File: src/rtl/psst_pkg.sv
package psst_pkg;

   localparam int SENSORS    = 128;
   localparam int COUNT_BITS = 16;
   localparam int ADDR_W     = $clog2(SENSORS);
   localparam int USED_W     = $clog2(SENSORS + 1);

   localparam logic [1:0] FN_RECORD  = 2'd0;
   localparam logic [1:0] FN_QUERY   = 2'd1;
   localparam logic [1:0] FN_SUMMARY = 2'd2;
   localparam logic [1:0] FN_NONE    = 2'd3;

   localparam logic [1:0] KIND_TEMP   = 2'd0;
   localparam logic [1:0] KIND_HUMID  = 2'd1;
   localparam logic [1:0] KIND_ENERGY = 2'd2;

   localparam logic [1:0] LVL_ALERT    = 2'd1;
   localparam logic [1:0] LVL_CRITICAL = 2'd2;

   localparam logic [1:0] ST_OK      = 2'd0;
   localparam logic [1:0] ST_FULL    = 2'd1;
   localparam logic [1:0] ST_UNKNOWN = 2'd2;

   localparam logic [COUNT_BITS-1:0] CNT_MAX = '1;

   typedef struct packed {
      logic [1:0]         func;
      logic [15:0]        sensor_tag;
      logic [1:0]         kind;
      logic [1:0]         level;
      logic signed [23:0] value;
   } req_type;

   typedef struct packed {
      logic [1:0]         status;
      logic [15:0]        result_id;
      logic signed [23:0] mean;
      logic [22:0]        std_dev;
      logic [15:0]        count;
      logic [31:0]        alerts;
      logic [31:0]        criticals;
      logic signed [47:0] energy_sum;
      logic [7:0]         sensors_in_use;
   } rsp_type;

   // one table entry, stored as one memory row
   typedef struct packed {
      logic [15:0]           key;
      logic signed [39:0]    tsum;
      logic [63:0]           tsq;
      logic [COUNT_BITS-1:0] tcnt;
      logic signed [39:0]    hsum;
      logic [63:0]           hsq;
      logic [COUNT_BITS-1:0] hcnt;
      logic signed [39:0]    esum;
      logic [COUNT_BITS-1:0] ecnt;
      logic [COUNT_BITS-1:0] acnt;
      logic [COUNT_BITS-1:0] ccnt;
   } row_type;

   typedef enum logic [3:0] {
      S_IDLE, S_FIND_RD, S_FIND_CMP, S_MISS, S_UPDATE, S_REPORT,
      S_REPORT_WAIT, S_SCAN_RD, S_SCAN_CHK, S_SCAN_WAIT
   } st_type;

   typedef enum logic [2:0] {
      MS_IDLE, MS_DIV_SUM, MS_DIV_SQ, MS_SQUARE, MS_VAR, MS_ROOT, MS_DONE
   } mst_type;

endpackage

File: src/rtl/psst_moments.sv
module psst_moments
   import psst_pkg::*;
(
   input  logic                  clock,
   input  logic                  reset,
   input  logic                  start,
   input  logic signed [39:0]    sum,
   input  logic [63:0]           sq,
   input  logic [COUNT_BITS-1:0] n,
   input  logic                  squares,
   output logic                  done,
   output logic signed [23:0]    mean,
   output logic [22:0]           sd
);

   mst_type state_ff, state_in;
   logic [5:0]            cnt_ff;
   logic [63:0]           dvd_ff;
   logic [34:0]           rem_ff;
   logic [31:0]           root_ff;
   logic [COUNT_BITS-1:0] n_ff;
   logic                  neg_ff, squares_ff;
   logic [63:0]           sq_ff;
   logic signed [23:0]    mean_ff;
   logic [47:0]           m2_ff;
   logic [22:0]           sd_ff;

   // shared shift-subtract unit: division and square root steps
   logic [34:0] sub_a, sub_b;
   logic [35:0] diff;
   logic        borrow;
   logic [63:0] quot;
   logic [23:0] mag;
   logic [39:0] abs_sum;
   logic signed [23:0] mean_sat;

   always_comb begin
      if (state_ff == MS_ROOT) begin
         sub_a = {rem_ff[32:0], dvd_ff[63:62]};
         sub_b = {1'b0, root_ff, 2'b01};
      end else begin
         sub_a = {rem_ff[33:0], dvd_ff[63]};
         sub_b = {{(35 - COUNT_BITS){1'b0}}, n_ff};
      end
      diff    = {1'b0, sub_a} - {1'b0, sub_b};
      borrow  = diff[35];
      quot    = {dvd_ff[62:0], ~borrow};
      mag     = neg_ff ? (~mean_ff + 24'd1) : mean_ff;
      abs_sum = sum[39] ? (~sum + 40'd1) : sum;
      if (neg_ff) begin
         mean_sat = (quot > 64'd8388608) ? -24'sd8388608 : -$signed(quot[23:0]);
      end else begin
         mean_sat = (quot > 64'd8388607) ? 24'sd8388607 : $signed(quot[23:0]);
      end
   end

   // next state
   always_comb begin
      state_in = state_ff;
      case (state_ff)
         MS_IDLE:    if (start) state_in = (n == '0) ? MS_DONE : MS_DIV_SUM;
         MS_DIV_SUM: if (cnt_ff == 6'd63) begin
            state_in = (!squares_ff || n_ff < COUNT_BITS'(2)) ? MS_DONE : MS_DIV_SQ;
         end
         MS_DIV_SQ:  if (cnt_ff == 6'd63) state_in = MS_SQUARE;
         MS_SQUARE:  state_in = MS_VAR;
         MS_VAR:     state_in = MS_ROOT;
         MS_ROOT:    if (cnt_ff == 6'd31) state_in = MS_DONE;
         MS_DONE:    state_in = MS_IDLE;
         default:    state_in = MS_IDLE;
      endcase
   end

   // outputs
   always_comb begin
      done = (state_ff == MS_DONE);
      mean = mean_ff;
      sd   = sd_ff;
   end

   always_ff @(posedge clock) begin
      if (reset) begin
         state_ff <= MS_IDLE;
      end else begin
         state_ff <= state_in;
      end
   end

   // datapath
   always_ff @(posedge clock) begin
      case (state_ff)
         MS_IDLE: if (start) begin
            dvd_ff     <= {24'd0, abs_sum};
            rem_ff     <= '0;
            cnt_ff     <= '0;
            n_ff       <= n;
            neg_ff     <= sum[39];
            sq_ff      <= sq;
            squares_ff <= squares;
            mean_ff    <= '0;
            sd_ff      <= '0;
         end
         MS_DIV_SUM, MS_DIV_SQ: begin
            if (cnt_ff == 6'd63) begin
               rem_ff <= '0;
               cnt_ff <= '0;
               if (state_ff == MS_DIV_SUM) begin
                  mean_ff <= mean_sat;
                  dvd_ff  <= sq_ff;
               end else begin
                  dvd_ff  <= quot;
               end
            end else begin
               cnt_ff <= cnt_ff + 6'd1;
               rem_ff <= borrow ? sub_a : diff[34:0];
               dvd_ff <= quot;
            end
         end
         MS_SQUARE: begin
            m2_ff  <= mag * mag;
         end
         MS_VAR: begin
            dvd_ff  <= (dvd_ff > {16'd0, m2_ff}) ? dvd_ff - {16'd0, m2_ff} : '0;
            rem_ff  <= '0;
            root_ff <= '0;
            cnt_ff  <= '0;
         end
         MS_ROOT: begin
            cnt_ff  <= cnt_ff + 6'd1;
            dvd_ff  <= {dvd_ff[61:0], 2'b00};
            rem_ff  <= borrow ? sub_a : diff[34:0];
            root_ff <= {root_ff[30:0], ~borrow};
            if (cnt_ff == 6'd31) begin
               sd_ff <= ({root_ff[30:0], ~borrow} > 32'd8388607) ? 23'h7FFFFF
                        : {root_ff[21:0], ~borrow};
            end
         end
         default: begin
         end
      endcase
   end

endmodule

File: config.mk
export PLATFORM = sky130hd
export DESIGN_NAME = psst_moments
export DESIGN_NICKNAME = d
export VERILOG_FILES = /design/src/rtl/psst_pkg.sv /design/src/rtl/psst_moments.sv
export SDC_FILE = /design/constraint.sdc
export NUM_CORES = 2
export LEC_CHECK = 0
export BUFFER_PORTS_ARGS = -buffer_cell sky130_fd_sc_hd__buf_2
export CAP_MARGIN = 40
export CORE_MARGIN = 10
export CORE_UTILIZATION = 64
export DETAILED_ROUTE_END_ITERATION = 10
export PLACE_DENSITY = 0.93
export SYNTH_ARGS = -nofsm -noshare
export SYNTH_HDL_FRONTEND = slang
export SYNTH_SLANG_ARGS = --single-unit
File: constraint.sdc
create_clock -name clock -period 10.9 [get_ports clock]
set_clock_uncertainty 0.15 [all_clocks]
set_input_delay 1.09 -clock clock [delete_from_list [all_inputs] [get_ports clock]]
set_output_delay 1.09 -clock clock [all_outputs]
set_load 0.01 [all_outputs]
After elaboration in Yosys (flattened, before gate mapping)
Cells that the tools add are included.
{"block": "totals", "reg_bits": 316, "in_bits": 124, "out_inout_bits": 48, "word_cells": 90}
{"block": "op_classes", "n_addsub": 6, "n_mul": 1, "magnitude_cmp": 5, "eq_ne": 14, "mux": 35, "n_bitwise": 3, "reduce_logical": 14}
{"op": "$mux W64", "n": 4}
{"op": "$pmux W64 S4", "n": 1}
{"op": "$mux W24", "n": 7}
{"op": "$mux W34", "n": 4}
{"op": "$pmux W34 S4", "n": 1}
{"op": "$mux W23", "n": 3}
{"op": "$gt A64 B23 Y1 const B", "n": 1}
{"op": "$gt A64 B24 Y1 const B", "n": 1}
{"op": "$gt A64 B48 Y1", "n": 1}
{"op": "$pmux W32 S2", "n": 1}
{"op": "$sub A64 B48 Y64", "n": 1}
{"op": "$mul A24 B24 Y48", "n": 1}
{"op": "$pmux W24 S2", "n": 1}
{"op": "$pmux W23 S2", "n": 1}
{"op": "$add A40 B1 Y40 const B", "n": 1}
{"op": "$mux W40", "n": 1}
{"op": "$not A40 Y40", "n": 1}
{"op": "$sub A35 B34 Y36", "n": 1}
{"op": "$mux W35", "n": 1}
{"op": "$gt A32 B23 Y1 const B", "n": 1}
{"op": "$add A24 B1 Y24 const B", "n": 1}
{"op": "$neg A24 Y24", "n": 1}
{"op": "$not A24 Y24", "n": 1}
{"op": "$pmux W6 S4", "n": 1}
{"op": "23 further kinds", "n": 40}

Depth between registers and ports, before layout
{"block": "depth", "ltp_word": 10, "mapped_depth": 37}

Least setup slack after synthesis
No wires, ideal clock.
{"block": "synth_timing", "path_type": "reg2reg", "start": "reg mean_ff[4], in the netlist mean[4]", "end": "reg m2_ff[47] (data pin)", "t_arrival_ns": 8.851, "slack_ns": 1.640, "path_stages_with_launch": 32, "period_less_slack_ns": 9.260, "path_cell_list": "edfxtp_1 -> nor3_1 -> nand2_1 -> nor3_1 -> nand4_1 -> o41ai_1 -> xor2_1 -> clkinv_1 -> nand2_1 -> fa_1 -> inv_1 -> fa_1 -> fa_1 -> fa_1 -> fa_1 -> fa_1 -> inv_1 -> fa_1 -> inv_1 -> ha_1 -> clkbuf_1 -> a21o_1 -> a21o_1 -> a21o_1 -> a221o_1 -> a211o_1 -> a31oi_1 -> nor4_1 -> a211oi_1 -> o21bai_1 -> a21oi_1 -> xnor2_1"}
{"block": "synth_via", "elab_chain_cells": 4}
{"element": "from (decl)", "line": "psst_moments.sv:24", "rtl": "logic signed [23:0] mean_ff;"}
{"element": "from (signal assigned)", "line": "psst_moments.sv:108", "rtl": "mean_ff <= mean_sat;"}
{"element": "$not A24 Y24", "line": "psst_moments.sv:48", "rtl": "mag = neg_ff ? (~mean_ff + 24'd1) : mean_ff;"}
{"element": "$add A24 B1 Y24", "line": "psst_moments.sv:48"}
{"element": "$mux W24 *", "line": "psst_moments.sv:48"}
{"element": "$mul A24 B24 Y48 *", "line": "psst_moments.sv:120", "rtl": "m2_ff <= mag * mag;"}
{"element": "to (signal assigned)", "line": "psst_moments.sv:120"}
{"element": "to (decl)", "line": "psst_moments.sv:25", "rtl": "logic [47:0] m2_ff;"}
Mark *: on every way between the ends. The rest lies on a longest branch, timed or not.
A chain may end at the register's enable or synchronous reset.

Worst setup path after layout
{"block": "layout_timing", "start": "reg mean_ff[13], in the netlist mean[13]", "end": "reg m2_ff[47] (data pin)"}
Same word-level chain as after synthesis.

==> flow_summary.json <==
{
  "timing_worst_slew_pin_value_ps": 1020,
  "synthesis.instances": 3752,
  "grt_remaining_overflow": 0,
  "horizontal_extent_of_the_die_um": 256,
  "arrival_ps": 9990,
  "hpwl_um": 79000,
  "slew-limit-headroom": 0.316,
  "fin_crit_sh": 0.905,
  "critical-path-max-stage-delay_ps": 570,
  "cts_hold_buffers": 0,
  "routability_congestion_estimate_from_global_placement": 1.00,
  "timing.critical_path.to_type": "flip-flop",
  "synth_area_per_cell_sq_um": 9.49,
  "critPathTopFamily": "adder cells",
  "area_growth_syn_to_layout_pct": 8.12,
  "detail_route.first_pass.iterations": 7,
  "number_of_vias_after_detailed_routing": 29700,
  "post-cts-setup-buffer-count": 0,
  "postCtsResizedCells": 0,
  "clock-root-buffer": "sky130_fd_sc_hd__clkbuf_16",
  "dominantRegCellSynth": "sky130_fd_sc_hd__edfxtp_1",
  "placement.setup.worst_slack_ps": 1230,
  "n_fill_cell": 3895,
  "max_cap_violations": 0,
  "mappedNetlistNets": 4562,
  "floorplan.initialDensity": 0.646,
  "vias_per_cell": 6.38,
  "layout.core_utilization": 0.698,
  "grt_usage": 0.312,
  "route.final.wire_length_um": 104000,
  "design.die.area_sq_um": 65400,
  "holdCritStartpoint": "sq_ff[52]",
  "grt_pass1_vias": 30300,
  "synth.cell_area_sq_um": 35600,
  "post_dp_cell_area_sq_um": 37300,
  "drive_above_1_share": 0.0878,
  "setup_viol_count_final": 0,
  "tns_ps": 0,
  "final_antenna_net_count": 0,
  "worstSetupStartpoint": "mean[13]",
  "rsz0062_at_grt": "false",
  "outcome": "finished, final reports clean",
  "numClockSinks": 315,
  "worst_hold_path_type": "reg2reg",
  "fp-row-count": 86,
  "num_io_pins": 172,
  "worstPathBufferInverterCount": 6,
  "crit_fanout": 10,
  "clkSlewWorstSetupHoldPaths_ps": 70,
  "final.setup.worst_slack_ps": 1030,
  "yosysUniqueCellTypes": 85,
  "place.port_buffers": 171,
  "edff_count_synth": 312,
  "maxSlewViolCount": 0,
  "r2r-start": "mean[13]",
  "yosysWarningCount": 0,
  "cts_tree": "built",
  "drcViolationCount": 0,
  "design.final.nets": 4679,
  "cts.path.max_buffers": 3,
  "post_synthesis_async_set_or_reset_flop_share": 0,
  "antenna_found_initial": 14,
  "crit_path_most_repeated_cell": "sky130_fd_sc_hd__fa_1",
  "synth_seq_cells": 315,
  "cp-start-kind": "flip-flop",
  "fmax_mhz": 101,
  "avgRoutedWirePerCell_um": 22.3,
  "global_route_wire_length_before_repair_um": 162000,
  "drt_iter0_markers": 3825,
  "final_hold_viol_count": 0,
  "clock_latency_ps": 550,
  "die_height_um": 256,
  "worstSetupPathType": "reg2reg",
  "critical_path_required_ps": 11020,
  "numCtsBuffers": 34,
  "finalInstanceArea_sq_um": 38500,
  "fp.coreArea_sq_um": 55100,
  "grt_start_max_net_pins": 71,
  "yosysSeqAreaShare": 0.265,
  "worst_path_max_delay_cell": "sky130_fd_sc_hd__fa_1",
  "ctsHtreeMaxLevel": 2,
  "layout_min_cycle_time_ps": 9870
}
-- through the flow --
stage	hold WS, ps	instances
3_5_place_dp	395	4580
6_report	400	4654
4_1_cts	403	4642
2_1_floorplan	369	3752
3_3_place_gp	380	4577
5_1_grt	432	4652
-- sequential cells by signal, summed over array words and instances (netlist names) --
signal and cells:
n_ff 16, root_ff 32, cnt_ff 6, sd 23, m2_ff 47, neg_ff 1, state_ff 3, rem_ff 34
dvd_ff 64, squares_ff 1, mean 24, sq_ff 64
-- cell families after synthesis --
group                      synth area share
adders and majority gates             0.332
xor gates and xnor gates             0.0539
and+or+nand+nor                       0.136
AOI/OAI and AO/OA                     0.122
DFF                                   0.265
buffers and inverters                0.0880
muxes                               0.00285
-- final cells by class --
type / count / area [sq um] / share of cell area
diodes: 11 / 27.5 / 0.000715
clock buffers: 40 / 895 / 0.0232
clock inverters: 22 / 216 / 0.00563
inverters: 668 / 2510 / 0.0652
multi-input cells: 2616 / 23100 / 0.601
flip-flops and latches: 315 / 9430 / 0.245
well taps: 748 / 936 / 0.0243
repair buffers: 234 / 1360 / 0.0353
-- final timing paths --
kind,endpoint,slack [ps],cells past startpoint
max,m2_ff[47],1030,31
min,dvd_ff[52],400,2
max reg2reg,m2_ff[47],1030,31
min reg2reg,dvd_ff[52],400,2
-- worst register-to-register path: cells and delay by family, from the launching register on --
family                   cells  cell delay, ps
adder cells (fa/ha/maj)      8            3960
AO/OA/AOI/OAI               10            2550
AND/OR/NAND/NOR              5            1320
buffers and inverters        6             740
flip-flops                   1             530
XOR/XNOR                     2             340
-- per-layer routing --
metal  global-route usage  share of wire  up-vias
li1                     -              -    12800
met1                0.371           0.34    14300
met2                0.502           0.47     2048
met3               0.0751           0.12      529
met4                0.201          0.073        8
met5                    0        0.00053        -
-- cells in the final DEF (no fill, tap or decap), types with 9 or more instances in the layout --
cell type / netlist / final
sky130_fd_sc_hd__a211oi_1: 27 / 27
sky130_fd_sc_hd__a211oi_2: 10 / 10
sky130_fd_sc_hd__a21o_1: 61 / 61
sky130_fd_sc_hd__a21oi_1: 192 / 191
sky130_fd_sc_hd__a221oi_1: 59 / 59
sky130_fd_sc_hd__a31oi_1: 21 / 21
sky130_fd_sc_hd__and2_1: 13 / 12
sky130_fd_sc_hd__and3_1: 88 / 87
sky130_fd_sc_hd__buf_2: 5 / 172
sky130_fd_sc_hd__buf_4: 1 / 60
sky130_fd_sc_hd__clkbuf_16: 0 / 35
sky130_fd_sc_hd__clkinv_2: 0 / 9
sky130_fd_sc_hd__diode_2: 0 / 11
sky130_fd_sc_hd__edfxtp_1: 312 / 312
sky130_fd_sc_hd__fa_1: 431 / 431
sky130_fd_sc_hd__ha_1: 255 / 255
sky130_fd_sc_hd__inv_1: 662 / 662
sky130_fd_sc_hd__nand2_1: 386 / 385
sky130_fd_sc_hd__nand2b_1: 33 / 33
sky130_fd_sc_hd__nand3_1: 52 / 51
sky130_fd_sc_hd__nand4_1: 31 / 31
sky130_fd_sc_hd__nor2_1: 292 / 291
sky130_fd_sc_hd__nor2b_1: 16 / 15
sky130_fd_sc_hd__nor3_1: 58 / 56
sky130_fd_sc_hd__nor4_1: 28 / 28
sky130_fd_sc_hd__o211ai_1: 9 / 9
sky130_fd_sc_hd__o21a_1: 16 / 16
sky130_fd_sc_hd__o21ai_0: 110 / 110
sky130_fd_sc_hd__o21bai_1: 20 / 19
sky130_fd_sc_hd__o221ai_1: 26 / 26
sky130_fd_sc_hd__o31ai_1: 22 / 22
sky130_fd_sc_hd__o41ai_1: 14 / 13
sky130_fd_sc_hd__or3_1: 14 / 14
sky130_fd_sc_hd__or4_1: 10 / 10
sky130_fd_sc_hd__xnor2_1: 119 / 118
sky130_fd_sc_hd__xor2_1: 100 / 100
-- cell usage after synthesis (all sizes together), types with 3 or more instances --
| master | instances | area (sq um) |
|---|---|---|
| inv | 666 | 2500 |
| fa | 431 | 8630 |
| nand2 | 386 | 1450 |
| edfxtp | 312 | 9370 |
| nor2 | 292 | 1100 |
| ha | 255 | 3190 |
| a21oi | 192 | 961 |
| clkbuf | 135 | 507 |
| o21ai | 119 | 607 |
| xnor2 | 119 | 1040 |
| xor2 | 100 | 876 |
| and3 | 89 | 558 |
| a21o | 61 | 458 |
| a221oi | 59 | 517 |
| nor3 | 59 | 307 |
| nand3 | 52 | 260 |
| a211oi | 37 | 328 |
| nand2b | 33 | 206 |
| nand4 | 31 | 194 |
| nor4 | 29 | 196 |
| o221ai | 26 | 228 |
| o31ai | 22 | 165 |
| a31oi | 21 | 131 |
| o21bai | 20 | 150 |
| or3 | 18 | 129 |
| nor2b | 16 | 100 |
| o21a | 16 | 120 |
| buf | 15 | 88.8 |
| o41ai | 15 | 150 |
| and2 | 14 | 87.6 |
| or4 | 12 | 97.6 |
| mux2i | 9 | 90.1 |
| o211ai | 9 | 67.6 |
| or2 | 8 | 50.1 |
| a2111oi | 7 | 61.3 |
| a21boi | 6 | 45.1 |
| a211o | 5 | 43.8 |
| a221o | 5 | 51.3 |
| a311o | 4 | 40.0 |
| a32oi | 4 | 35.0 |
| dfxtp | 3 | 60.1 |
| nand3b | 3 | 22.5 |
| o22a | 3 | 26.3 |
Power is left out: the tool's default activity adds up to more than one toggle a clock period on the data nets, which glitch-free logic cannot reach.
