$ cat src/rtl/psst_ram.sv
module psst_ram #(
   parameter int WIDTH = 8,
   parameter int DEPTH = 16
) (
   input  logic                     clock,
   input  logic                     we,
   input  logic [$clog2(DEPTH)-1:0] waddr,
   input  logic [WIDTH-1:0]         wdata,
   input  logic [$clog2(DEPTH)-1:0] raddr,
   output logic [WIDTH-1:0]         rdata
);

   logic [WIDTH-1:0] mem [DEPTH];
   logic [WIDTH-1:0] rdata_ff;

   always_ff @(posedge clock) begin
      if (we) begin
         mem[waddr] <= wdata;
      end
      rdata_ff <= mem[raddr];
   end

   assign rdata = rdata_ff;

endmodule

$ cat config.mk
export PLATFORM = sky130hd
export DESIGN_NAME = psst_ram
export DESIGN_NICKNAME = d
export VERILOG_FILES = /design/src/rtl/psst_ram.sv
export SDC_FILE = /design/constraint.sdc
export NUM_CORES = 1
export LEC_CHECK = 0
export BUFFER_PORTS_ARGS = -buffer_cell sky130_fd_sc_hd__buf_2
export CAP_MARGIN = 10
export CORE_ASPECT_RATIO = 0.5
export CORE_MARGIN = 3
export CORE_UTILIZATION = 60
export DETAILED_ROUTE_END_ITERATION = 8
export PLACE_DENSITY = 0.78
export SETUP_SLACK_MARGIN = 0.4
export SYNTH_ARGS = -nofsm -noshare
export SYNTH_HDL_FRONTEND = slang
export SYNTH_SLANG_ARGS = --single-unit
export TNS_END_PERCENT = 10
$ cat constraint.sdc
create_clock -name clock -period 1.9 [get_ports clock]
set_clock_uncertainty 0.2 [all_clocks]
set_input_delay 0 -clock clock [delete_from_list [all_inputs] [get_ports clock]]
set_output_delay 0 -clock clock [all_outputs]
set_load 0.005 [all_outputs]
After elaboration in Yosys (flattened, before gate mapping) --
Memories as Yosys holds them, arrays and structs flattened. A register that Yosys moved wholly into a read port is not among the register bits. Cells that the tools add are included.
Word-level totals: register bits after elaboration 0, bits in writable memories 128, input port bits 18, output and inout port bits 8, memories kept 1
Memories:
- mem | depth 16, bits a word 8, read ports 1, clocked after Yosys merged registers in 1, write ports 1, line 13 | logic [WIDTH-1:0] mem [DEPTH];
Operators by class: mux-type cells 2
Operator list (count):
- $mux 1 | 2

Longest topological paths before layout --
Gate-level depths: netlist of the first run.
depth in word-level cells 2, depth in mapped cells 5, gate-level depth less buffers 3

Worst setup path after synthesis of the first run --
Ideal clock, no wire load.
path type input-to-reg, start point input waddr[2], end point memory mem[0][0] (enable), setup time 0.383 ns, arrival time 1.110 ns, slack 0.207 ns, cell stages on the path 2, path buffers 0, path through or3b_2 -> nor3_1
RTL lines:
- start, declared | line 7 | input logic [$clog2(DEPTH)-1:0] waddr,
- end, declared | line 13
No word-level cell before the write port.

==> qor.txt, run 1 <==
Drt total wl -> 10500 um
Final-stage net count -> 314
Worst Reg-to-Reg Cells -> 3
Endpoints failing hold -> 0
Routed vias/inst -> 6.29
Reg-to-reg setup timing slack -> 360 ps
Largest net degree at the start of global routing -> 33
Clock Sink Count -> 136
Worst endpoint data arrival time -> 1630 ps
Class of the most critical setup path -> flip-flop to flip-flop
RSZ-0062 raised after global routing -> true
Setup crit start kind -> flip-flop
Mapped Area -> 5150 um^2
Hold WS -> 60.1 ps
I/O Buffers -> 25
Worst vdd ir -> 0.000969 V
CTS Root Cell -> clkbuf_16
Leading area contributor after synthesis -> edfxtp_1
Vias -> 2647
Router iterations before antenna repair -> 5
Final setup viols -> 0
Tcrit/Tclk final -> 80.9%
Synth area leaders -> edfxtp_1 75%, mux4_2 7.9%, mux4_1 7.1%, dfxtp_1 3.1%, a22oi_1 2.3%
GRT Total Usage -> 24.1%
#FFs+latches synth -> 136
Least-Margin Pin Slew -> 782 ps
Die area -> 9790 um^2
H-Tree Depth -> 4
Worst hold start -> waddr[2]
Top Ports -> 26
GPL Wtd Cong -> 0.786
Core region area -> 8170 um^2
Clock buffer depth -> 2
Min-delay worst type -> input pin to flip-flop
Tot Pwr -> 6960 uW
WL per Instance -> 24.9 um
Antenna-violating nets left -> 0
DRC Markers -> 0
Hold Path Sink -> mem[0][6]$_DFFE_PP_
Syn Inst Count -> 229
Syn_nets -> 247
Rel. slew slack -> 47.8%
Fin crit period -> 1540 ps
DIE HEIGHT -> 71.5 um
Die W -> 137 um
Post-route cell area -> 6250 um^2
LEAKAGE -> 0.00215 uW
Clock slew at reported path FFs -> 60 ps
Slew Viols, Final -> 0
Hold depth -> 4
Max FO, Critical Path -> 1
Worst path required time -> 2000 ps
TritonCTS clock tree -> done
Cts bufs inserted -> 17
Vias in the first global route -> 2712
Sequential share of the synthesized area -> 77.8%
Highest clock rate -> 651 MHz
Grt ovf -> 0
Max cap viols -> 0
Cell Pwr Density -> 1110 nW/um^2
Mapped Avg Cell Area -> 22.5 um^2
Reg-to-reg endpoint -> rdata[7]$_DFF_P_
CP endpoint kind -> flip-flop
Origin of the critical flop-to-flop path -> mem[3][7]$_DFFE_PP_
Setup repair bufs after CTS -> 0
Outcome -> finished, final reports clean
Placed Area -> 5510 um^2
Setup TNS -> 0 ps
Yosys warns -> 0
Count of cell types in the netlist -> 19
Starting Density -> 63.0%
First-pass GRT wire length -> 16200 um
Area Growth Syn to Fin -> 21.5%
Clock Latency Late Sink -> 420 ps
Initial DRC Count -> 328
Layout cell share with drive strength beyond 1 -> 34.3%
Initial antenna violation count -> 0
Post-DP HPWL -> 6000 um
Yosys top cell area share -> 74.7%
Row cnt -> 23
ANT cells -> 0
synthesized netlist by cell type:
cell / count
buf_4: 1
mux4_2: 18
nor3_1: 4
nand2_1: 9
nor2_1: 13
clkdlybuf4s25_2: 3
and2_1: 1
buf_2: 3
nor2b_1: 1
nand2b_1: 2
buf_6: 3
and2b_1: 1
edfxtp_1: 128
mux4_1: 14
dfxtp_1: 8
nand3b_1: 2
or3b_2: 1
a22oi_1: 16
nand3_1: 1
power by group:
part / total, uW / switching, uW / internal, uW
logic: 352 / 192 / 160
registers: 3380 / 20.1 / 3360
clock network: 3230 / 1190 / 2040
cell families (layout without fill, tap and decap cells):
| family | after synthesis | after routing | synth area share [%] |
|---|---|---|---|
| flip-flops | 136 | 136 | 77.8 |
| AND/OR/NAND/NOR | 35 | 35 | 3.18 |
| multiplexers | 32 | 32 | 15.0 |
| AO/OA/AOI/OAI | 16 | 16 | 2.33 |
| buffers and inverters | 10 | 90 | 1.68 |
layout by cell type (no fill, tap or decap), drive strengths merged:
cell	Yosys	final
dlygate4sd3	0	12
nand3b	2	2
edfxtp	128	128
nand2	9	9
buf	7	46
clkbuf	0	17
nand2b	2	2
a22oi	16	16
and2b	1	1
nor2b	1	1
nand3	1	1
dfxtp	8	8
nor3	4	4
or3b	1	1
and2	1	1
clkinv	0	10
mux4	32	32
clkinvlp	0	2
nor2	13	13
bufinv	0	3
metrics by stage:
step                      utilization [%]  std cells  setup WS (ps)
after global routing                 76.5        421            350
after CTS                            76.4        421            352
after floorplan                         -        229            434
after global placement               67.5        377            154
after detailed placement             67.5        377            149
final                                76.5        421            363
layer usage:
| layer | vias up | share of wire (%) | GRT usage [%] |
|---|---|---|---|
| li1 | 1107 | - | - |
| met2 | 153 | 48 | 36.5 |
| met1 | 1359 | 42 | 33.8 |
| met3 | 28 | 8.7 | 8.20 |
| met5 | - | 0 | 0 |
| met4 | 0 | 1.6 | 8.63 |
how the worst max path moves through the flow:
stage	start	end	slack, ps	cells past startpoint
after global routing	mem[3][7]$_DFFE_PP_	rdata[7]$_DFF_P_	350	3
after global placement	raddr[0]	rdata[0]$_DFF_P_	150	5
final	mem[3][7]$_DFFE_PP_	rdata[7]$_DFF_P_	360	3
after CTS	mem[9][4]$_DFFE_PP_	rdata[4]$_DFF_P_	350	3
after floorplan	waddr[2]	mem[3][0]$_DFFE_PP_	430	2
after detailed placement	raddr[0]	rdata[2]$_DFF_P_	150	5
final cells by class:
type	instances	area (um^2)
clock inverters	15	160
fillers	415	1920
multi-input cells	83	1090
clock buffers	17	425
flip-flops and latches	136	4000
well taps	112	140
repair buffers	58	428
registers in the layout, summed over array words and instances (netlist names):
register,cells
mem,128
rdata,8
critical path, stage by stage (launching register included):
cell and delay [ps]:
edfxtp_1 380, mux4_2 500, a22oi_2 250, nand2_1 90
timing repair:
item / 4_1_cts / 5_1_grt
pin swaps: 1 / 3
resized for setup: 6 / 4
hold buffers: 12 / 0
hold endpoints to repair: 163 / 0
endpoints found under the setup margin: 7 / 8
No activity file was read; power rests on OpenSTA's default activity.
==> run 2: changes to the inputs <==
- ABC_AREA: not set -> 1
- CORE_UTILIZATION: 60 -> 55
- PLACE_DENSITY: 0.78 -> 0.75
- clock period: 1.9 -> 1.4 ns (I/O delays scaled with it)
==> qor.txt, run 2 <==
I/O Buffers -> 25 (unchanged)
Final setup viols -> 0 (unchanged)
Mapped Area -> 5770 um^2 (was 5150 um^2)
Final-stage net count -> 622 (was 314)
Yosys top cell area share -> 66.7% (was 74.7%)
CP endpoint kind -> flip-flop (unchanged)
H-Tree Depth -> 4 (unchanged)
Endpoints failing hold -> 9 (was 0)
Mapped Avg Cell Area -> 10.5 um^2 (was 22.5 um^2)
Fill cells -> 610 (was 415)
Area Growth Syn to Fin -> 24.3% (was 21.5%)
LEAKAGE -> 0.00309 uW (was 0.00215 uW)
Fin crit period -> 1190 ps (was 1540 ps)
Count of cell types in the netlist -> 12 (was 19)
RSZ-0062 raised after global routing -> true (unchanged)
Async SR Flop Fraction -> 0% (unchanged)
Starting Density -> 58.7% (was 63.0%)
Die W -> 151 um (was 137 um)
Failing checks -> negative hold slack
Max reg flops -> 128 (unchanged)
Yosys warns -> 0 (unchanged)
DIE HEIGHT -> 78.4 um (was 71.5 um)
Max stage delay on crit path -> 370 ps (was 500 ps)
Setup crit start -> mem[15][0]$_DFFE_PP_ (was mem[3][7]$_DFFE_PP_)
Initial DRC Count -> 492 (was 328)
Rel. slew slack -> 69.8% (was 47.8%)
Slew Viols, Final -> 0 (unchanged)
Sequential share of the synthesized area -> 69.4% (was 77.8%)
Grt ovf -> 0 (unchanged)
Clock slew at reported path FFs -> 60 ps (about the same)
Setup crit start kind -> flip-flop (unchanged)
Antenna-violating nets left -> 0 (unchanged)
Syn Inst Count -> 551 (was 229)
Most flops, register -> mem (unchanged)
Class of the most critical setup path -> flip-flop to flip-flop (unchanged)
Max cap viols -> 0 (unchanged)
DRC Markers -> 0 (unchanged)
Cts bufs inserted -> 17 (unchanged)
Setup TNS -> 0 ps (unchanged)
Clock Sink Count -> 136 (unchanged)
Worst endpoint data arrival time -> 1300 ps (was 1630 ps)
Least-Margin Pin Slew -> 452 ps (was 782 ps)
Clock Latency Late Sink -> 420 ps (about the same)
Row cnt -> 25 (was 23)
Tot Pwr -> 9920 uW (was 6960 uW)
Worst path required time -> 1510 ps (was 2000 ps)
Drt total wl -> 15000 um (was 10500 um)
Reg-to-reg endpoint -> rdata[0]$_DFF_P_ (was rdata[7]$_DFF_P_)
Min-delay worst type -> input pin to flip-flop (unchanged)
Hold-fix buffers, CTS -> 8 (was 12)
Delay-heaviest family, CP -> simple AND/OR/NAND/NOR gates (was multiplexers)
Top_reg_cell synth -> edfxtp_1 (unchanged)
Worst hold start -> raddr[3] (was waddr[2])
Origin of the critical flop-to-flop path -> mem[15][0]$_DFFE_PP_ (was mem[3][7]$_DFFE_PP_)
ANT cells -> 0 (unchanged)
CTS Root Cell -> clkbuf_16 (unchanged)
Hold Path Sink -> rdata[6]$_DFF_P_ (was mem[0][6]$_DFFE_PP_)
Worst Reg-to-Reg Cells -> 6 (was 3)
Largest net degree at the start of global routing -> 33 (unchanged)
Die area -> 11800 um^2 (was 9790 um^2)
DP Worst Slack -> 125 ps (was 149 ps)
Vias in the first global route -> 4131 (was 2712)
Hold WS -> -253 ps (was 60.1 ps)
Clock buffer depth -> 2 (unchanged)
Max FO, Critical Path -> 1 (unchanged)
Top Ports -> 26 (unchanged)
Syn_nets -> 569 (was 247)
GPL Wtd Cong -> 0.851 (was 0.786)
Post-DP HPWL -> 8270 um (was 6000 um)
First-pass GRT wire length -> 22400 um (was 16200 um)
Top cells by count, synth -> 173 x nand2_1, 128 x edfxtp_1, 100 x inv_1, 97 x nand3_1, 17 x nor2_1 (was 128 x edfxtp_1, 18 x mux4_2, 16 x a22oi_1, 14 x mux4_1, 13 x nor2_1)
Outcome -> complete, but fails checks (was finished, final reports clean)
Commonest non-fill, non-tap cell in the layout -> nand2_1 (was edfxtp_1)
Final worst slack -> 208 ps (was 363 ps)
Tcrit/Tclk final -> 85.2% (was 80.9%)
Core region area -> 9820 um^2 (was 8170 um^2)
Post-synth EDFFs -> 128 (unchanged)
Highest clock rate -> 839 MHz (was 651 MHz)
GRT Total Usage -> 26.5% (was 24.1%)
Layout cell share with drive strength beyond 1 -> 23.5% (was 34.3%)
Slowest cell on the critical path -> edfxtp_1 (was mux4_2)
WP buf/inv -> 1 (was 0)
Worst vdd ir -> 0.000879 V (was 0.000969 V)
Synth area leaders -> edfxtp_1 67%, nand2_1 11%, nand3_1 8.4%, inv_1 6.5%, dfxtp_1 2.8% (was edfxtp_1 75%, mux4_2 7.9%, mux4_1 7.1%, dfxtp_1 3.1%, a22oi_1 2.3%)
Top-count cell post-synth -> nand2_1 (was edfxtp_1)
Routed vias/inst -> 5.50 (was 6.29)
Commonest cells after routing, fill and taps aside -> 168 x nand2_1, 128 x edfxtp_1, 98 x inv_1 (was 128 x edfxtp_1, 25 x buf_2, 20 x mux4_2)
Router iterations before antenna repair -> 7 (was 5)
WL per Instance -> 20.0 um (was 24.9 um)
Vias -> 4139 (was 2647)
CP Cell Sequence -> inv_1, nand2_1, nand3_2, nand3_4, nand3_2, nand2_1 (was mux4_2, a22oi_2, nand2_1)
Hold depth -> 3 (was 4)
Cell Pwr Density -> 1380 nW/um^2 (was 1110 nW/um^2)
#FFs+latches synth -> 136 (unchanged)
Leading area contributor after synthesis -> edfxtp_1 (unchanged)
Setup repair bufs after CTS -> 0 (unchanged)
Reg-to-reg setup timing slack -> 210 ps (was 360 ps)
Initial antenna violation count -> 0 (unchanged)
TritonCTS clock tree -> done (unchanged)
==> run 2: cell count changes after synthesis, moves of 10 or more <==
cell     delta
buf_2      +10
mux4_1     -14
nand3_1    +96
nand2_1   +164
inv_1     +100
a22oi_1    -16
mux4_2     -18
==> run 2: worst reg2reg max path, delay by kind of cell (launching register included) <==
| kind | cells | cell delay (ps) |
|---|---|---|
| buf+inv | 1 | 80 |
| flops | 1 | 370 |
| simple gates | 5 | 430 |
==> run 2: through the flow <==
| stage | hold WS, ps | instance area (um^2) | cells | util [%] |
|---|---|---|---|---|
| after floorplan | -101 | 5790 | 551 | - |
| after global placement | 154 | 6190 | 712 | 63.0 |
| after detailed placement | 152 | 6190 | 712 | 63.0 |
| after CTS | -278 | 7000 | 752 | 71.3 |
| after global routing | -248 | 7170 | 752 | 73.0 |
| final | -253 | 7170 | 752 | 73.0 |
==> run 2: how the worst max path moves through the flow <==
stage	end	slack [ps]	depth (start not counted)
final	rdata[0]$_DFF_P_	210	6
after global routing	rdata[7]$_DFF_P_	140	6
after CTS	rdata[7]$_DFF_P_	220	6
after detailed placement	mem[8][7]$_DFFE_PP_	120	4
after global placement	mem[8][1]$_DFFE_PP_	120	4
after floorplan	mem[0][0]$_DFFE_PP_	270	3
==> run 2: routing by layer <==
metal  track usage (%)  vias to the layer above  wire, um
li1                  -                     1883         -
met1              34.1                     1976      5920
met2              41.6                      246      7190
met3              10.1                       34      1560
met4              9.31                        0       346
met5                 0                        -         0
==> run 2: what timing repair did <==
action	CTS	global route
pin swaps	7	16
endpoints found under the hold margin	137	9
cloned	0	0
gates resized for setup	26	34
setup endpoints to repair	16	16
==> run 2: final cells by class <==
cell class	instances	area (um^2)	area share, %
repair buffers	58	480	6.70
well taps	135	169	2.36
clock inverters	15	184	2.57
inverters	102	383	5.34
multi-input cells	289	1520	21.2
clock buffers	17	425	5.94
flip-flops and latches	136	4000	55.9
==> run 2: cells by family (layout without fill, tap and decap cells) <==
logic type | count (synthesis) | after routing | share of synthesized area [%]
buffers and inverters | 126 | 192 | 9.52
DFF | 136 | 136 | 69.4
and+or+nand+nor | 289 | 289 | 21.0
==> run 2: power breakdown <==
part           internal [uW]  total, uW  switching [uW]
registers               4550       4580            28.9
clock network           2940       4630            1680
logic                    230        714             484
total                   7730       9920            2190
==> run 3: changes to the inputs <==
- ABC_AREA: 1 -> not set
- CELL_PAD_IN_SITES_DETAIL_PLACEMENT: not set -> 0
- CELL_PAD_IN_SITES_GLOBAL_PLACEMENT: not set -> 1
- CORE_UTILIZATION: 55 -> 48
- PLACE_DENSITY: 0.75 -> not set
- PLACE_DENSITY_LB_ADDON: not set -> 0.1
- SETUP_SLACK_MARGIN: 0.4 -> 0.1
==> qor.txt, run 3 (synthesized netlist as in run 1, its figures left out) <==
Outcome -> complete, but fails checks (unchanged)
Failing checks -> negative hold slack, negative setup slack (was negative hold slack)
Clock buffer depth -> 2 (unchanged)
Top Ports -> 26 (unchanged)
Worst hold start -> raddr[3] (unchanged)
GPL Wtd Cong -> 0.755 (was 0.851)
CP endpoint kind -> flip-flop (unchanged)
Clock Sink Count -> 136 (unchanged)
Final Core Density -> 63.5% (was 73.0%)
LEAKAGE -> 0.00227 uW (was 0.00309 uW)
Worst endpoint data arrival time -> 1660 ps (was 1300 ps)
CTS Root Cell -> clkbuf_16 (unchanged)
TritonCTS clock tree -> done (unchanged)
Setup crit start kind -> flip-flop (unchanged)
Commonest cells after routing, fill and taps aside -> 128 x edfxtp_1, 27 x buf_4, 25 x buf_2 (was 168 x nand2_1, 128 x edfxtp_1, 98 x inv_1)
Worst Reg-to-Reg Cells -> 4 (was 6)
Max reg flops -> 128 (unchanged)
Class of the most critical setup path -> flip-flop to flip-flop (unchanged)
Layout cell share with drive strength beyond 1 -> 39.1% (was 23.5%)
GRT Total Usage -> 19.2% (was 26.5%)
Setup repair bufs after CTS -> 0 (unchanged)
Vias -> 2549 (was 4139)
Slew Viols, Final -> 0 (unchanged)
Worst vdd ir -> 0.000965 V (was 0.000879 V)
Initial DRC Count -> 205 (was 492)
Final-stage net count -> 327 (was 622)
Tot Pwr -> 10100 uW (was 9920 uW)
Rel. slew slack -> 44.9% (was 69.8%)
Cts bufs inserted -> 17 (unchanged)
Hold WS -> -18.2 ps (was -253 ps)
Worst path required time -> 1500 ps (was 1510 ps)
Least-Margin Pin Slew -> 825 ps (was 452 ps)
Max FO, Critical Path -> 1 (unchanged)
Tcrit/Tclk final -> 112% (was 85.2%)
Die area -> 12100 um^2 (was 11800 um^2)
Final worst slack -> -166 ps (was 208 ps)
Final setup viols -> 8 (was 0)
Cell Pwr Density -> 1530 nW/um^2 (was 1380 nW/um^2)
H-Tree Depth -> 4 (unchanged)
Row cnt -> 26 (was 25)
Hold-fix buffers, CTS -> 12 (was 8)
Core region area -> 10300 um^2 (was 9820 um^2)
DRC Markers -> 0 (unchanged)
Grt ovf -> 0 (unchanged)
Vias in the first global route -> 2606 (was 4131)
ANT cells -> 0 (unchanged)
Die W -> 152 um (was 151 um)
Endpoints failing hold -> 3 (was 9)
Commonest non-fill, non-tap cell in the layout -> edfxtp_1 (was nand2_1)
Max cap viols -> 0 (unchanged)
Hold Path Sink -> rdata[2]$_DFF_P_ (was rdata[6]$_DFF_P_)
First-pass GRT wire length -> 16100 um (was 22400 um)
Dpl cells -> 418 (was 712)
Most flops, register -> mem (unchanged)
DIE HEIGHT -> 79.2 um (was 78.4 um)
Clock Latency Late Sink -> 410 ps (was 420 ps)
Min-delay worst type -> input pin to flip-flop (unchanged)
Clock slew at reported path FFs -> 60 ps (about the same)
Drt total wl -> 10500 um (was 15000 um)
WL per Instance -> 22.8 um (was 20.0 um)
I/O Buffers -> 25 (unchanged)
Reg-to-reg setup timing slack -> -170 ps (was 210 ps)
Reg-to-reg endpoint -> rdata[0]$_DFF_P_ (unchanged)
Origin of the critical flop-to-flop path -> mem[14][0]$_DFFE_PP_ (was mem[15][0]$_DFFE_PP_)
Post-DP HPWL -> 6920 um (was 8270 um)
Antenna-violating nets left -> 0 (unchanged)
Area Growth Syn to Fin -> 27.3% (was 24.3%)
Fin crit period -> 1570 ps (was 1190 ps)
Router iterations before antenna repair -> 4 (was 7)
Starting Density -> 49.9% (was 58.7%)
Initial antenna violation count -> 0 (unchanged)
Highest clock rate -> 638 MHz (was 839 MHz)
Routed vias/inst -> 5.52 (was 5.50)
Post-Layout Cell Count -> 462 (was 752)
Largest net degree at the start of global routing -> 17 (was 33)
RSZ-0062 raised after global routing -> true (unchanged)
Hold depth -> 4 (was 3)
[run 3: cell types whose count changed in the layout (fill, tap and decap cells not counted), moves of 22 or more]
cell,delta
inv_1,-98
nand3_2,-45
nand3_1,-47
nand2_1,-162
mux4_2,+22
[run 3: repair_timing]
action / CTS / global route
cloned: 0 / 0
resized for setup: 12 / 6
hold endpoints to repair: 171 / 2
endpoints found under the setup margin: 8 / 30
pin swaps: 4 / 3
[run 3: worst max-delay path: stages, from the launching register on]
cell and delay [ps]:
edfxtp_1 370, mux4_2 520, a22oi_2 160, buf_4 160, nand2_4 50
[run 3: area by class of cell]
class / count / area, um^2
clock inverter: 13 / 226
fill: 687 / 3760
multi-input combinational: 83 / 1120
timing repair buffer: 71 / 593
sequential: 136 / 4000
clock buffer: 19 / 433
tap: 140 / 175
[run 3: where the power goes]
group	total, uW	switching (uW)	internal, uW
Combinational	532	278	254
Clock	4940	1610	3330
Sequential	4580	27.5	4550
[run 3: layer usage]
| metal | vias to the layer above | track usage (%) | routed length, um | share of wire [%] |
|---|---|---|---|---|
| met5 | - | 0 | 0 | 0 |
| met4 | 0 | 5.87 | 81 | 0.77 |
| met3 | 10 | 6.86 | 907 | 8.6 |
| met2 | 96 | 26.7 | 4690 | 45 |
| met1 | 1305 | 28.5 | 4850 | 46 |
| li1 | 1138 | - | - | - |
[run 3: worst max path at each step]
stage | from | endpoint | slack [ps]
floorplan | waddr[3] | mem[4][0]$_DFFE_PP_ | 8
global placement | raddr[0] | rdata[1]$_DFF_P_ | -330
detailed placement | raddr[0] | rdata[1]$_DFF_P_ | -330
CTS | mem[15][0]$_DFFE_PP_ | rdata[0]$_DFF_P_ | -160
global route | mem[11][7]$_DFFE_PP_ | rdata[7]$_DFF_P_ | -210
finish | mem[14][0]$_DFFE_PP_ | rdata[0]$_DFF_P_ | -170
[run 3: through the flow]
| stage | setup slack [ps] | TNS, ps | instance area, um^2 |
|---|---|---|---|
| 2_1_floorplan | 8.42 | 0 | 5170 |
| 3_3_place_gp | -334 | -2050 | 5730 |
| 5_1_grt | -213 | -1400 | 6550 |
| 4_1_cts | -160 | -1000 | 6550 |
| 6_report | -166 | -1010 | 6550 |
| 3_5_place_dp | -326 | -2100 | 5730 |
